==> config.mk <==
export PLATFORM = sky130hd
export DESIGN_NAME = obstacle_presence_filter_flat
export DESIGN_NICKNAME = d
export VERILOG_FILES = /design/src/hdl/ops_pkg.sv /design/src/hdl/ops_if.sv /design/src/hdl/obstacle_presence_filter.sv /design/src/hdl/ops_cell.sv /design/src/hdl/ops_judge.sv /design/src/flat_wrapper.sv
export SDC_FILE = /design/constraint.sdc
export NUM_CORES = 1
export LEC_CHECK = 0
export BUFFER_PORTS_ARGS = -buffer_cell sky130_fd_sc_hd__clkbuf_2
export CORE_MARGIN = 2
export CORE_UTILIZATION = 35
export DETAILED_ROUTE_END_ITERATION = 10
export HOLD_SLACK_MARGIN = 0.12
export PLACE_DENSITY_LB_ADDON = 0.05
export SLEW_MARGIN = 20
export SYNTH_ARGS = -nofsm -noshare
export SYNTH_HDL_FRONTEND = slang
export SYNTH_SLANG_ARGS = --single-unit
==> constraint.sdc <==
create_clock -name clk -period 5.2 [get_ports clk]
set_input_delay 1.3 -clock clk [delete_from_list [all_inputs] [get_ports clk]]
set_output_delay 1.3 -clock clk [all_outputs]
set_load 0.005 [all_outputs]
==> src/hdl/ops_pkg.sv <==
package ops_pkg;

  localparam int CONFIRM_COUNT = 3;
  localparam int LEVEL_W       = 8;
  localparam int ADDR_W        = 4;
  localparam int DATA_W        = 32;

  localparam logic [LEVEL_W-1:0] RESET_CODE      = 8'd120;
  localparam logic [LEVEL_W-1:0] RESET_THRESHOLD = 8'd5;

  typedef enum logic [1:0] {
    REG_NO_TARGET = 2'd0,
    REG_JUMP_TH   = 2'd1,
    REG_JUMP_EN   = 2'd2,
    REG_NONE      = 2'd3
  } reg_idx_t;

  typedef struct packed {
    logic [LEVEL_W-1:0] no_target_code;
    logic [LEVEL_W-1:0] jump_threshold;
    logic               jump_enable;
  } cfg_t;

  // Window summary passed from the newest cell toward the oldest one
  typedef struct packed {
    logic               all_real;
    logic               all_none;
    logic               found;
    logic [LEVEL_W-1:0] level;
  } chain_t;

endpackage

==> src/hdl/ops_if.sv <==
interface ops_in_if
  import ops_pkg::*;
();
  logic               valid;
  logic               ready;
  logic [LEVEL_W-1:0] sample_level;

  modport source (output valid, output sample_level, input ready);
  modport sink   (input valid, input sample_level, output ready);
endinterface

interface ops_out_if
  import ops_pkg::*;
();
  logic               valid;
  logic               ready;
  logic [LEVEL_W-1:0] filtered_level;
  logic               target_present;

  modport source (output valid, output filtered_level, output target_present, input ready);
  modport sink   (input valid, input filtered_level, input target_present, output ready);
endinterface

==> src/hdl/obstacle_presence_filter.sv <==
// Obstacle presence filter.
// in_ch carries one 8-bit distance level per item; out_ch returns exactly one
// item per input item: the qualified level (or the no-target code) and the
// presence flag after that sample. Both channels use valid/ready; an item
// moves when both are high.
// out_ch.valid is registered: an accepted item passes the window stage and
// then the output register before out_ch.valid rises.
// Throughput is one item per cycle while out_ch does not stall: the sample
// window is a row of cells that shift on every accepted item, and the
// presence/jump decision runs once per item on the registered window.
// When out_ch stalls, the result stays in the output register and one more
// item can sit in the window stage; after that in_ch.ready drops.
// Synchronous active-low reset sets the window and output history to the
// no-target code 120, clears presence and jump state, and loads the register
// defaults (code 120, threshold 5, suppression on).
// Registers on the cfg_ APB port: 0x0 no-target code, 0x4 jump threshold,
// 0x8 jump suppression enable. Write only while the block is idle.
module obstacle_presence_filter
  import ops_pkg::*;
(
  input  logic              clk,
  input  logic              rst_n,
  ops_in_if.sink            in_ch,
  ops_out_if.source         out_ch,
  input  logic              cfg_psel,
  input  logic              cfg_penable,
  input  logic              cfg_pwrite,
  input  logic [ADDR_W-1:0] cfg_paddr,
  input  logic [DATA_W-1:0] cfg_pwdata,
  output logic [DATA_W-1:0] cfg_prdata,
  output logic              cfg_pready
);

  cfg_t     cfg_r;
  reg_idx_t widx;
  logic     cfg_wr;

  assign cfg_pready = 1'b1;
  assign cfg_wr     = cfg_psel & cfg_penable & cfg_pwrite & cfg_pready;
  assign widx       = reg_idx_t'(cfg_paddr[3:2]);

  always_ff @(posedge clk) begin
    if (!rst_n) begin
      cfg_r.no_target_code <= RESET_CODE;
      cfg_r.jump_threshold <= RESET_THRESHOLD;
      cfg_r.jump_enable    <= 1'b1;
    end else if (cfg_wr) begin
      case (widx)
        REG_NO_TARGET: cfg_r.no_target_code <= cfg_pwdata[LEVEL_W-1:0];
        REG_JUMP_TH:   cfg_r.jump_threshold <= cfg_pwdata[LEVEL_W-1:0];
        REG_JUMP_EN:   cfg_r.jump_enable    <= cfg_pwdata[0];
        default: ;
      endcase
    end
  end

  always_comb begin
    case (widx)
      REG_NO_TARGET: cfg_prdata = {{(DATA_W-LEVEL_W){1'b0}}, cfg_r.no_target_code};
      REG_JUMP_TH:   cfg_prdata = {{(DATA_W-LEVEL_W){1'b0}}, cfg_r.jump_threshold};
      REG_JUMP_EN:   cfg_prdata = {{(DATA_W-1){1'b0}}, cfg_r.jump_enable};
      default:       cfg_prdata = '0;
    endcase
  end

  // pipeline control
  logic s1_v_r;
  logic out_v_r;
  logic s1_adv;
  logic in_acc;

  assign s1_adv      = ~out_v_r | out_ch.ready;
  assign in_ch.ready = ~s1_v_r | s1_adv;
  assign in_acc      = in_ch.valid & in_ch.ready;

  always_ff @(posedge clk) begin
    if (!rst_n) begin
      s1_v_r  <= 1'b0;
      out_v_r <= 1'b0;
    end else begin
      if (in_acc) begin
        s1_v_r <= 1'b1;
      end else if (s1_adv) begin
        s1_v_r <= 1'b0;
      end
      if (s1_adv) begin
        out_v_r <= s1_v_r;
      end
    end
  end

  // window cells, index CONFIRM_COUNT-1 holds the newest sample
  logic [LEVEL_W-1:0] cell_val [CONFIRM_COUNT];
  chain_t             chain    [CONFIRM_COUNT+1];

  assign chain[CONFIRM_COUNT] = '{all_real: 1'b1, all_none: 1'b1, found: 1'b0,
                                  level: cfg_r.no_target_code};

  for (genvar k = 0; k < CONFIRM_COUNT; k++) begin : g_cell
    logic [LEVEL_W-1:0] sin;
    if (k == CONFIRM_COUNT - 1) begin : g_top
      assign sin = in_ch.sample_level;
    end else begin : g_mid
      assign sin = cell_val[k+1];
    end
    ops_cell u_cell (
      .clk       (clk),
      .rst_n     (rst_n),
      .shift_en  (in_acc),
      .shift_in  (sin),
      .code      (cfg_r.no_target_code),
      .chain_in  (chain[k+1]),
      .value     (cell_val[k]),
      .chain_out (chain[k])
    );
  end

  logic [LEVEL_W-1:0] res_level;
  logic               res_present;

  ops_judge u_judge (
    .clk         (clk),
    .rst_n       (rst_n),
    .step        (s1_v_r & s1_adv),
    .cfg         (cfg_r),
    .chain       (chain[0]),
    .newest      (cell_val[CONFIRM_COUNT-1]),
    .res_level   (res_level),
    .res_present (res_present)
  );

  logic [LEVEL_W-1:0] out_level_r;
  logic               out_present_r;

  always_ff @(posedge clk) begin
    if (s1_v_r && s1_adv) begin
      out_level_r   <= res_level;
      out_present_r <= res_present;
    end
  end

  assign out_ch.valid          = out_v_r;
  assign out_ch.filtered_level = out_level_r;
  assign out_ch.target_present = out_present_r;

endmodule

==> src/hdl/ops_cell.sv <==
module ops_cell
  import ops_pkg::*;
(
  input  logic               clk,
  input  logic               rst_n,
  input  logic               shift_en,
  input  logic [LEVEL_W-1:0] shift_in,
  input  logic [LEVEL_W-1:0] code,
  input  chain_t             chain_in,
  output logic [LEVEL_W-1:0] value,
  output chain_t             chain_out
);

  logic [LEVEL_W-1:0] value_r;
  logic               is_real;

  always_ff @(posedge clk) begin
    if (!rst_n) begin
      value_r <= RESET_CODE;
    end else if (shift_en) begin
      value_r <= shift_in;
    end
  end

  assign value   = value_r;
  assign is_real = (value_r != code);

  always_comb begin
    chain_out.all_real = chain_in.all_real & is_real;
    chain_out.all_none = chain_in.all_none & ~is_real;
    chain_out.found    = chain_in.found | is_real;
    // first real sample seen from the newest end wins
    chain_out.level    = (!chain_in.found && is_real) ? value_r : chain_in.level;
  end

endmodule

==> src/hdl/ops_judge.sv <==
module ops_judge
  import ops_pkg::*;
(
  input  logic               clk,
  input  logic               rst_n,
  input  logic               step,
  input  cfg_t               cfg,
  input  chain_t             chain,
  input  logic [LEVEL_W-1:0] newest,
  output logic [LEVEL_W-1:0] res_level,
  output logic               res_present
);

  logic               presence_r, presence_nxt;
  logic               jump_r, jump_nxt;
  logic [LEVEL_W-1:0] hist_r, hist_nxt;
  logic [LEVEL_W-1:0] cand;
  logic [LEVEL_W-1:0] diff;

  always_ff @(posedge clk) begin
    if (!rst_n) begin
      presence_r <= 1'b0;
      jump_r     <= 1'b0;
      hist_r     <= RESET_CODE;
    end else if (step) begin
      presence_r <= presence_nxt;
      jump_r     <= jump_nxt;
      hist_r     <= hist_nxt;
    end
  end

  always_comb begin
    presence_nxt = presence_r;
    cand         = cfg.no_target_code;
    if (!presence_r) begin
      if (chain.all_real) begin
        presence_nxt = 1'b1;
        cand         = newest;
      end
    end else if (chain.all_none) begin
      presence_nxt = 1'b0;
    end else begin
      cand = chain.level;
    end

    diff = (cand >= hist_r) ? (cand - hist_r) : (hist_r - cand);

    jump_nxt  = jump_r;
    hist_nxt  = hist_r;
    res_level = cand;
    if (presence_nxt && cfg.jump_enable) begin
      hist_nxt = cand;
      if (!jump_r) begin
        if (diff > cfg.jump_threshold) begin
          jump_nxt  = 1'b1;
          res_level = hist_r;
        end
      end else if (diff <= cfg.jump_threshold) begin
        jump_nxt = 1'b0;
      end
    end
    res_present = presence_nxt;
  end

endmodule
==> src/flat_wrapper.sv <==
// flat-port wrapper written by rule: the top's interface ports become plain ports
module obstacle_presence_filter_flat import ops_pkg::*;
  (clk, rst_n, cfg_psel, cfg_penable, cfg_pwrite, cfg_paddr, cfg_pwdata, cfg_prdata, cfg_pready, in_ch_valid, in_ch_sample_level, in_ch_ready, out_ch_valid, out_ch_filtered_level, out_ch_target_present, out_ch_ready);
  ops_in_if in_ch_i ();
  ops_out_if out_ch_i ();
  input  logic clk;
  input  logic rst_n;
  input  logic cfg_psel;
  input  logic cfg_penable;
  input  logic cfg_pwrite;
  input  logic [ADDR_W-1:0] cfg_paddr;
  input  logic [DATA_W-1:0] cfg_pwdata;
  output logic [DATA_W-1:0] cfg_prdata;
  output logic cfg_pready;
  input wire logic [$bits(in_ch_i.valid)-1:0] in_ch_valid;
  input wire logic [$bits(in_ch_i.sample_level)-1:0] in_ch_sample_level;
  output wire logic [$bits(in_ch_i.ready)-1:0] in_ch_ready;
  output wire logic [$bits(out_ch_i.valid)-1:0] out_ch_valid;
  output wire logic [$bits(out_ch_i.filtered_level)-1:0] out_ch_filtered_level;
  output wire logic [$bits(out_ch_i.target_present)-1:0] out_ch_target_present;
  input wire logic [$bits(out_ch_i.ready)-1:0] out_ch_ready;
  assign in_ch_i.valid = in_ch_valid;
  assign in_ch_i.sample_level = in_ch_sample_level;
  assign in_ch_ready = in_ch_i.ready;
  assign out_ch_valid = out_ch_i.valid;
  assign out_ch_filtered_level = out_ch_i.filtered_level;
  assign out_ch_target_present = out_ch_i.target_present;
  assign out_ch_i.ready = out_ch_ready;
  obstacle_presence_filter u_core (.clk(clk), .rst_n(rst_n), .in_ch(in_ch_i), .out_ch(out_ch_i), .cfg_psel(cfg_psel), .cfg_penable(cfg_penable), .cfg_pwrite(cfg_pwrite), .cfg_paddr(cfg_paddr), .cfg_pwdata(cfg_pwdata), .cfg_prdata(cfg_prdata), .cfg_pready(cfg_pready));
endmodule
==> results of run 1 <==
[per-stage QoR]
stage	instance area [um^2]	util (%)	total power, mW	setup slack (ps)
floorplan	4540	-	1.20	338
global placement	5200	41.6	1.51	-295
detailed placement	5220	41.7	1.53	-353
CTS	5640	45.0	2.24	3.58
global route	6220	49.7	2.71	-82.0
finish	6220	49.7	2.54	84.0
[metal layers]
layer | vias to the layer above | GRT usage (%)
li1 | 2001 | -
met1 | 1845 | 24.0
met2 | 63 | 31.1
met3 | 15 | 4.07
met4 | 0 | 5.88
met5 | - | 0
[registers in the layout, summed over array words and instances (netlist names)]
register,cells
u_core.u_judge.hist_r,8
u_core.u_judge.jump_r,1
u_core.g_cell.u_cell.value,24
u_core.out_ch.target_present,1
u_core.s1_v_r,1
u_core.out_ch.valid,1
u_core.cfg_r,17
u_core.out_ch.filtered_level,8
u_core.u_judge.presence_r,1
[cell families after synthesis]
logic type               Yosys count
AO/OA/AOI/OAI                    117
XOR/XNOR                          29
adder cells (fa/ha/maj)           25
buffers and inverters             97
flip-flops                        62
multiplexers                      35
other                              2
AND/OR/NAND/NOR                  160
[critical path: stages, from the launching register on]
cell and delay, ps:
dfxtp_4 370, xor2_1 160, nor4_2 360, nand2_2 160, buf_6 150, buf_4 120, nand3_1 70, a21oi_1 70
a211oi_2 300, inv_2 100, buf_4 150, ha_4 270, and4_4 230, nor3_4 60, a21o_1 240, o2bb2ai_4 190
o22ai_2 100, or4b_1 530, nand3_2 110, ha_4 150, nand3_4 70, o21bai_4 170, a21oi_2 140, and4b_1 260
buf_12 160, mux2i_4 240
[worst max-delay path by stage]
stage	start	cells past startpoint	slack, ps	end
2_1_floorplan	u_core.cfg_r[14]$_SDFFE_PN1P_	26	340	u_core.out_ch.filtered_level[1]$_DFFE_PP_
3_3_place_gp	u_core.cfg_r[15]$_SDFFE_PN1P_	23	-300	u_core.out_ch.filtered_level[4]$_DFFE_PP_
3_5_place_dp	u_core.cfg_r[15]$_SDFFE_PN1P_	23	-350	u_core.out_ch.filtered_level[4]$_DFFE_PP_
4_1_cts	u_core.cfg_r[15]$_SDFFE_PN1P_	23	4	u_core.out_ch.filtered_level[4]$_DFFE_PP_
5_1_grt	u_core.g_cell[0].u_cell.value[4]$_SDFFE_PN1P_	24	-80	u_core.out_ch.filtered_level[4]$_DFFE_PP_
6_report	u_core.cfg_r[16]$_SDFFE_PN0P_	25	80	u_core.out_ch.filtered_level[4]$_DFFE_PP_
[layout by cell type, fill, tap and decap left out, types with 5 or more instances in the layout]
| cell | netlist | layout |
|---|---|---|
| nand3_1 | 24 | 21 |
| nor2_1 | 20 | 18 |
| a21o_1 | 5 | 5 |
| a21boi_0 | 14 | 13 |
| buf_6 | 9 | 12 |
| conb_1 | 2 | 25 |
| a31oi_1 | 5 | 5 |
| xor2_1 | 9 | 5 |
| a21oi_1 | 29 | 23 |
| nand3b_1 | 8 | 8 |
| dfxtp_1 | 53 | 41 |
| mux2i_1 | 34 | 31 |
| ha_1 | 23 | 14 |
| buf_4 | 29 | 84 |
| a21oi_2 | 1 | 6 |
| o21ai_0 | 23 | 17 |
| clkbuf_2 | 0 | 43 |
| a211oi_2 | 6 | 7 |
| clkbuf_16 | 0 | 10 |
| edfxtp_1 | 9 | 9 |
| nand2_1 | 63 | 61 |
| inv_1 | 36 | 33 |
| dfxtp_4 | 0 | 8 |
| o21ai_1 | 2 | 6 |
| xnor2_2 | 0 | 6 |
| nor2b_1 | 18 | 17 |
| xnor2_1 | 20 | 14 |
| nor3b_1 | 5 | 5 |
| ha_4 | 0 | 7 |
[repair_timing]
item                                    4_1_cts  5_1_grt
pin swaps                                     6       37
endpoints found under the setup margin        8        8
setup buffers                                 2       17
resized for setup                            18       93
[final cells by class]
class / instances / area (um^2) / share of cell area (%)
clock inverters: 2 / 35.0 / 0.563
repair buffers: 143 / 1060 / 17.1
inverters: 37 / 139 / 2.23
multi-input cells: 391 / 3110 / 50.0
clock buffers: 14 / 295 / 4.75
well taps: 172 / 215 / 3.46
flip-flops and latches: 62 / 1370 / 22.0
[power by group through the flow]
stage	sequential, mW	clock [mW]	combinational (mW)
3_3_place_gp	0.547	0	0.966
3_5_place_dp	0.548	0	0.979
4_1_cts	0.538	0.673	1.03
5_1_grt	0.540	0.694	1.47
2_1_floorplan	0.546	0	0.651
6_report	0.536	0.655	1.35
==> qor.csv, run 1 <==
stage;metric;value;unit
setup_path;RR Startpoint;u_core.cfg_r[16]$_SDFFE_PN0P_;
synth;post-synthesis compound-gate area fraction;18.5;%
clock_network;CTS H-Tree Depth;3;
setup_path;reg2reg setup slack;80;ps
power;Peak supply drop;159;uV
layout;layout cells sized above 1;38.7;%
routing;initial DRC count;148;
synth;simple-gate portion of the synthesized area;18.3;%
clock_network;clock latency on the worst-skew pair;340;ps
synth;YS warnings;0;
setup_path;Crit. End Element;register;
layout;Final nets;720;
job;total of max-cap violations;0;
synth;top cells by count, synth;nand2_1 (63), dfxtp_1 (53), inv_1 (36), mux2i_1 (34);
die;Die H;117;um
layout;fill count;1237;
die;initial core utilization;35.6;%
layout;Synth-to-Final Area Change;39.7;%
power;Int Pwr;1.64;mW
clock_network;TritonCTS Buffers;9;
setup_path;Worst EP arrival;5290;ps
setup_path;Data required, critical path;5370;ps
sta;WHS;480;ps
routing;Detail Route met3 WL;390;um
die;I/O pins;95;
layout;diode count;0;
clock_network;hold_buf cts;0;
routing;detail-routed net length per standard cell;15.0;um
sta;f_max;195;MHz
layout;final std cells w/o fill;821;
placement;IO buf count;43;
synth;Syn Std Cell Area;4450;um^2
setup_path;CP max FO;8;
sta;crit path time final;5120;ps
routing;DR top layer;met4;
synth;post-synth top area cell;dfxtp_1;
status;status;completed;
global_routing;vias in the first global route;3719;
synth;sequential element share of the synthesized area;29.9;%
synth;Post-synth EDFFs;9;
synth;fraction of synthesized area in multiplexers;7.89;%
power;leakage;2.59;nW
synth;Synth cell types;62;
clock_network;CTS tree;done;
power;sw power;0.898;mW
global_routing;initial antenna violation count;0;
routing;antenna viol nets, final;0;
sta;final hold vios;0;
sta;actual slew at the worst max-slew pin;991;ps
clock_network;CTS root buf;clkbuf_16;
clock_network;Worst-path clk slew;50;ps
synth;synth top area cells;dfxtp_1 (24%), mux2i_1 (7.6%), ha_1 (6.5%), edfxtp_1 (6.1%), nand2_1 (5.3%);
routing;DRT Pass-1 Iters;4;
power;P per Cell Area;409;nW/um^2
global_routing;first-pass GRT wire length;19300;um
sta;Slew Limit Fails;0;
sta;setup TNS;0;ps
placement;Inst Count DP;786;
clock_network;clock tree sinks;62;
die;die footprint;13600;um^2
worst_hold_path;hold wc startpoint;u_core.u_judge.hist_r[7]$_SDFFE_PN0P_;
global_routing;largest net degree at the start of global routing;37;
routing;total number of vias;3924;
synth;FFs w/ async S/R, synth;0;%
synth;Main synth FF type;dfxtp_1;
sta;Rel. slew slack;33.9;%
clock_network;clock buffer depth;2;
routing;final WL;12300;um
setup_path;reg2reg path depth;25;
worst_hold_path;hold path endpoint;u_core.u_judge.hist_r[7]$_SDFFE_PN0P_;
placement;Detail Placement HPWL;9110;um
sta;clk_skew;9.00;ps
setup_path;r2r endpoint;u_core.out_ch.filtered_level[4]$_DFFE_PP_;
synth;Synth Area in Adders;7.36;%
global_routing;global route overflow;0;
sta;RSZ-0062 raised after global routing;true;
power;combinational share of power;53.2;%
synth;top-area cell type share of the netlist area;23.8;%
worst_hold_path;hold crit path type;reg -> reg;
synth;largest family of logic cells by synthesized area;compound AO/OA/AOI/OAI gates;
die;die width;117;um
synth;Synth Register Bits;62;
setup_path;CP startpoint kind;register;
power;power share of the clock group;25.8;%
routing;Met1 Wirelength;5570;um
die;num rows;41;
placement;gp weighted congestion;0.857;
power;Reg power frac;21.1;%
routing;drt via density;4.78;
die;core area;12500;um^2
sta;period utilization;98.4;%
setup_path;WS Path Type;reg -> reg;
routing;met2 WL;6140;um
sta;final setup vio count;0;
routing;# DRC;0;
synth;most common cell in the netlist;nand2_1;
synth;Synth Area in XOR/XNOR;5.70;%
worst_hold_path;depth of the worst hold-timing path;2;
synth;mean area per synthesized cell;8.45;um^2
synth;Post-Syn Instances;527;
power;Net Sw Frac;35.3;%
global_routing;total global-route track usage;18.6;%
Note: power is estimated with default switching activity, not from simulation.
==> inputs of run 2 (changes only) <==
==> constraint.sdc (replaced) <==
create_clock -name clk -period 5.2 [get_ports clk]
set_input_delay 0.26 -clock clk [delete_from_list [all_inputs] [get_ports clk]]
set_output_delay 0.26 -clock clk [all_outputs]
set_load 0.005 [all_outputs]
==> run 2 against run 1 <==
Effect of this change: hold slack lost 350 ps; clock-buffer cell count down 3; final area decreased by 2.1%; wire length down 1.4%; sequential share of layout area is 0.41 points higher; fmax grew 0.51%; setup slack improved by 26 ps; global-route usage shrank 0.50 points; die area is the same; sequential cell count unchanged; non-clock buffer count fell by 5; critical path depth unchanged; critical path type unchanged; critical endpoint unchanged; highest routed layer unchanged.
==> qor.csv, run 2 (synthesis gave the netlist of run 1 again) <==
stage;metric;value;unit
setup_path;CP max FO;8;
routing;initial DRC count;183;
routing;detail-routed net length per standard cell;14.9;um
die;die footprint;13600;um^2
clock_network;CTS H-Tree Depth;3;
sta;Slew Limit Fails;0;
placement;Detail Placement HPWL;8890;um
power;Reg power frac;21.8;%
worst_hold_path;hold path endpoint;u_core.g_cell[2].u_cell.value[4]$_SDFFE_PN1P_;
layout;utilization after layout;48.7;%
power;power share of the clock group;24.3;%
sta;RSZ-0062 raised after global routing;true;
setup_path;Critical Path Start;u_core.cfg_r[14]$_SDFFE_PN1P_;
clock_network;clock latency on the worst-skew pair;330;ps
routing;DRT Pass-1 Iters;4;
global_routing;vias in the first global route;3716;
setup_path;RR Startpoint;u_core.cfg_r[14]$_SDFFE_PN1P_;
sta;clk_skew;5.27;ps
clock_network;CTS tree;done;
power;P per Cell Area;405;nW/um^2
layout;Final nets;715;
die;die width;117;um
setup_path;reg2reg path depth;25;
setup_path;r2r endpoint;u_core.out_ch.filtered_level[4]$_DFFE_PP_;
power;Peak supply drop;167;uV
sta;final setup vio count;0;
routing;antenna viol nets, final;0;
worst_hold_path;hold crit path type;in -> reg;
setup_path;Worst EP arrival;5170;ps
setup_path;Crit. End Element;register;
placement;area post-placement;5140;um^2
placement;IO buf count;43;
setup_path;reg2reg setup slack;110;ps
layout;max FFs per register;24;
die;initial core utilization;35.6;%
placement;gp weighted congestion;0.842;
sta;setup TNS;0;ps
power;sw power;0.870;mW
job;total of max-cap violations;0;
sta;final hold vios;0;
setup_path;WS Path Type;reg -> reg;
layout;final cell area excluding filler cells;6090;um^2
sta;actual slew at the worst max-slew pin;965;ps
layout;layout cells sized above 1;37.0;%
clock_network;CTS root buf;clkbuf_16;
global_routing;total global-route track usage;18.1;%
power;Net Sw Frac;35.2;%
power;combinational share of power;53.9;%
setup_path;CP startpoint kind;register;
placement;Inst Count DP;780;
sta;Rel. slew slack;35.6;%
worst_hold_path;hold wc startpoint;in_ch_sample_level[4];
layout;most frequent cells in the layout;buf_4 (85), nand2_1 (61), clkbuf_2 (42), dfxtp_1 (40), inv_1 (33);
sta;f_max;196;MHz
die;Die H;117;um
layout;diode count;0;
clock_network;TritonCTS Buffers;9;
sta;crit path time final;5090;ps
power;leakage;2.54;nW
routing;total number of vias;3939;
layout;final std cells w/o fill;816;
die;core area;12500;um^2
global_routing;largest net degree at the start of global routing;58;
layout;commonest non-fill, non-tap cell in the layout;buf_4;
clock_network;clock buffer depth;2;
layout;fill count;1263;
worst_hold_path;depth of the worst hold-timing path;3;
routing;# DRC;0;
die;num rows;41;
die;I/O pins;95;
global_routing;first-pass GRT wire length;18900;um
layout;Synth-to-Final Area Change;36.7;%
status;status;completed;
sta;period utilization;97.9;%
global_routing;initial antenna violation count;0;
power;Int Pwr;1.60;mW
global_routing;global route overflow;0;
setup_path;Data required, critical path;5280;ps
clock_network;hold_buf cts;0;
routing;final WL;12100;um
clock_network;Worst-path clk slew;50;ps
clock_network;clock tree sinks;62;
routing;drt via density;4.83;
[run 2: power by group through the flow]
stage / registers (mW) / clock network [mW] / logic, mW
6_report: 0.539 / 0.600 / 1.33
5_1_grt: 0.542 / 0.641 / 1.45
4_1_cts: 0.539 / 0.621 / 0.990
3_5_place_dp: 0.549 / 0 / 0.957
3_3_place_gp: 0.548 / 0 / 0.949
2_1_floorplan: 0.546 / 0 / 0.651
[run 2: stage by stage]
step	power, mW	hold slack [ps]	setup WS (ps)
final	2.47	134	110
after global routing	2.63	158	-91.4
after CTS	2.15	121	11.0
after detailed placement	1.51	468	-300
after global placement	1.50	458	-237
after floorplan	1.20	384	338
[run 2: cell type report]
type                       instances  area [um^2]  area share [%]
clock inverter                     5         47.5           0.781
multi-input combinational        391         3090            50.7
clock buffer                      11          253            4.15
inverter                          37          139            2.28
sequential                        62         1360            22.4
tap                              172          215            3.53
timing repair buffer             138          983            16.1
[run 2: worst max-delay path by stage]
| stage | end | slack, ps | cells past startpoint |
|---|---|---|---|
| floorplan | u_core.out_ch.filtered_level[1]$_DFFE_PP_ | 340 | 26 |
| CTS | u_core.out_ch.filtered_level[4]$_DFFE_PP_ | 10 | 23 |
| finish | u_core.out_ch.filtered_level[4]$_DFFE_PP_ | 110 | 25 |
| global placement | u_core.out_ch.filtered_level[4]$_DFFE_PP_ | -240 | 23 |
| global route | u_core.out_ch.filtered_level[4]$_DFFE_PP_ | -90 | 24 |
| detailed placement | u_core.out_ch.filtered_level[4]$_DFFE_PP_ | -300 | 23 |
[run 2: timing repair]
item / CTS / global route
endpoints found under the hold margin: 0 / 0
gates resized for setup: 14 / 84
setup buffers: 2 / 18
setup endpoints to repair: 8 / 8
pin swaps: 6 / 44
[run 2: critical path, cell delays in order, from the launching register on]
cell	delay, ps
dfxtp_4	370
xnor2_2	160
nand4_1	200
or2_4	340
buf_6	150
buf_6	110
nand3b_1	90
o32ai_2	80
a211oi_2	300
inv_1	130
ha_4	280
o21a_1	160
o211ai_4	140
buf_4	160
a21o_4	200
o2bb2ai_4	180
o22ai_2	100
or4b_4	500
nand3_4	90
ha_4	140
nand3_2	80
nor3_1	220
a21oi_1	80
and4b_1	240
buf_12	160
mux2i_4	180
[run 2: per-layer routing]
metal | vias to the layer above | share of wire [%] | global-route usage (%) | wire length [um]
met5 | - | 0 | 0 | 0
met4 | 0 | 1.4 | 6.04 | 176
met3 | 12 | 2.6 | 3.81 | 310
met2 | 60 | 51 | 30.6 | 6200
met1 | 1872 | 45 | 23.0 | 5450
li1 | 1995 | - | - | -
==> inputs of run 3 (changes only) <==
--- a/config.mk
+++ b/config.mk
@@ -14,4 +14,5 @@
 export SLEW_MARGIN = 20
 export SYNTH_ARGS = -nofsm -noshare
 export SYNTH_HDL_FRONTEND = slang
+export SYNTH_HIERARCHICAL = 1
 export SYNTH_SLANG_ARGS = --single-unit
==> run 3 against run 2 <==
Effect of this change: the flow now finishes with violations (setup timing); non-clock buffer count down 12; sequential share of layout area is 0.44 points higher; total power down 33%; die area increased by 2.3%; combinational power decreased by 63%; sequential cell count did not move.
==> qor.csv, run 3 <==
stage;metric;value;unit
layout;final std cells w/o fill;773;
die;die footprint;14000;um^2
job;total of max-cap violations;0;
synth;Syn Std Cell Area;4560;um^2
status;status;complete, but fails checks;
clock_network;CTS root buf;clkbuf_16;
layout;fill count;1227;
global_routing;first-pass GRT wire length;18000;um
placement;area post-placement;5410;um^2
routing;DRT Pass-1 Iters;4;
setup_path;top cell family by delay on the critical path;multiplexers;
die;initial core utilization;36.0;%
sta;WHS;142;ps
setup_path;Worst EP arrival;5500;ps
worst_hold_path;hold crit path type;in -> reg;
global_routing;initial antenna violation count;0;
clock_network;CTS H-Tree Depth;3;
synth;mean area per synthesized cell;9.58;um^2
layout;most frequent cells in the layout;buf_4 (74), mux2i_1 (70), nand2_1 (45), dfxtp_1 (44), clkbuf_2 (43);
status;violated checks;setup timing;
sta;clk_skew;5.08;ps
die;core area;12700;um^2
layout;layout cells sized above 1;36.9;%
global_routing;largest net degree at the start of global routing;40;
routing;total number of vias;3525;
routing;final WL;11200;um
sta;actual slew at the worst max-slew pin;993;ps
clock_network;Worst-path clk slew;60;ps
die;num rows;41;
setup_path;CP max FO;3;
setup_path;Critical Path Slowest Stage Cell;fa_2;
clock_network;clock tree sinks;62;
sta;period utilization;104;%
worst_hold_path;hold path endpoint;u_core/g_cell[2].u_cell/value[5]$_SDFFE_PN1P_;
routing;initial DRC count;122;
setup_path;CP startpoint kind;register;
sta;f_max;185;MHz
routing;detail-routed net length per standard cell;14.5;um
power;Peak supply drop;146;uV
synth;Post-Syn Instances;476;
setup_path;Crit. End Element;register;
die;die width;118;um
routing;antenna viol nets, final;0;
routing;# DRC;0;
sta;RSZ-0062 raised after global routing;true;
layout;utilization after layout;46.5;%
die;I/O pins;95;
setup_path;Critical Path Start;u_core/g_cell[2].u_cell/value[0]$_SDFFE_PN0P_;
sta;crit path time final;5410;ps
setup_path;Data required, critical path;5280;ps
setup_path;reg2reg setup slack;-210;ps
sta;final hold vios;0;
placement;Detail Placement HPWL;8970;um
clock_network;clock latency on the worst-skew pair;330;ps
setup_path;reg2reg path depth;26;
global_routing;total global-route track usage;16.5;%
sta;final setup vio count;8;
layout;Synth-to-Final Area Change;29.3;%
routing;drt via density;4.56;
setup_path;Worst Path Buf+Inv;4;
sta;Rel. slew slack;33.6;%
worst_hold_path;hold wc startpoint;in_ch_sample_level[5];
worst_hold_path;depth of the worst hold-timing path;3;
power;leakage;2.69;nW
layout;diode count;0;
synth;YS warnings;6;
sta;Slew Limit Fails;0;
placement;Inst Count DP;749;
global_routing;global route overflow;0;
layout;area taken by flip-flops and latches;1350;um^2
global_routing;vias in the first global route;3451;
setup_path;r2r endpoint;u_core/out_ch.filtered_level[7]$_DFFE_PP_;
layout;commonest non-fill, non-tap cell in the layout;buf_4;
clock_network;TritonCTS Buffers;9;
power;P per Cell Area;282;nW/um^2
die;Die H;118;um
layout;max FFs per register;24;
layout;Final nets;672;
layout;area occupied by multi-input gates;3000;um^2
setup_path;RR Startpoint;u_core/g_cell[2].u_cell/value[0]$_SDFFE_PN0P_;
power;Pwr Total;1.66;mW
setup_path;slowest cell delay on critical path;330;ps
layout;final cell area excluding filler cells;5900;um^2
clock_network;clock buffer depth;2;
clock_network;CTS tree;done;
sta;setup ws final;-215;ps
placement;IO buf count;43;
setup_path;WS Path Type;reg -> reg;
placement;gp weighted congestion;0.835;
[run 3: area by class of cell]
cell class / count / share of cell area (%)
inverters: 28 / 1.78
multi-input cells: 369 / 50.9
flip-flops and latches: 62 / 22.8
repair buffers: 126 / 15.2
clock buffers: 12 / 4.71
clock inverters: 4 / 0.870
well taps: 172 / 3.65
[run 3: worst reg2reg max path: cells and delay by family, from the launching register on]
kind	cells	cell delay, ps
and+or+nand+nor	6	970
AOI/OAI and AO/OA	6	970
adders and majority gates	3	820
muxes	5	1220
buffers and inverters	4	450
DFF	1	320
xor gates and xnor gates	2	400
[run 3: where the power goes]
| part | internal, mW | total, mW | switching [mW] |
|---|---|---|---|
| registers | 0.504 | 0.518 | 0.0139 |
| logic | 0.256 | 0.491 | 0.235 |
| clock network | 0.426 | 0.654 | 0.228 |
| total | 1.19 | 1.66 | 0.477 |
[run 3: through the flow]
stage | setup slack (ps) | TNS (ps)
5_1_grt | -487 | -3850
3_3_place_gp | -273 | -1970
2_1_floorplan | -54.7 | -54.7
3_5_place_dp | -331 | -2470
6_report | -215 | -1450
4_1_cts | -215 | -1550
[run 3: worst max-delay path by stage]
| stage | slack, ps | to | depth (start not counted) |
|---|---|---|---|
| global placement | -270 | u_core/out_ch.filtered_level[0]$_DFFE_PP_ | 26 |
| global route | -490 | u_core/out_ch.filtered_level[7]$_DFFE_PP_ | 26 |
| floorplan | -50 | u_core/out_ch.filtered_level[7]$_DFFE_PP_ | 25 |
| detailed placement | -330 | u_core/out_ch.filtered_level[7]$_DFFE_PP_ | 25 |
| CTS | -220 | u_core/out_ch.filtered_level[7]$_DFFE_PP_ | 26 |
| finish | -210 | u_core/out_ch.filtered_level[7]$_DFFE_PP_ | 26 |
[run 3: repair_timing]
| action | in CTS | in global routing |
|---|---|---|
| setup buffers | 6 | 2 |
| gates resized for setup | 19 | 7 |
| setup endpoints to repair | 8 | 9 |
| pin swaps | 5 | 2 |
| hold buffers | 0 | 0 |
| endpoints found under the hold margin | 0 | 0 |
| cloned | 0 | 0 |
[run 3: metal layers]
metal	track usage (%)	wire (um)
met4	5.42	143
met2	26.5	5160
met3	3.10	333
met5	0	0
met1	22.2	5610
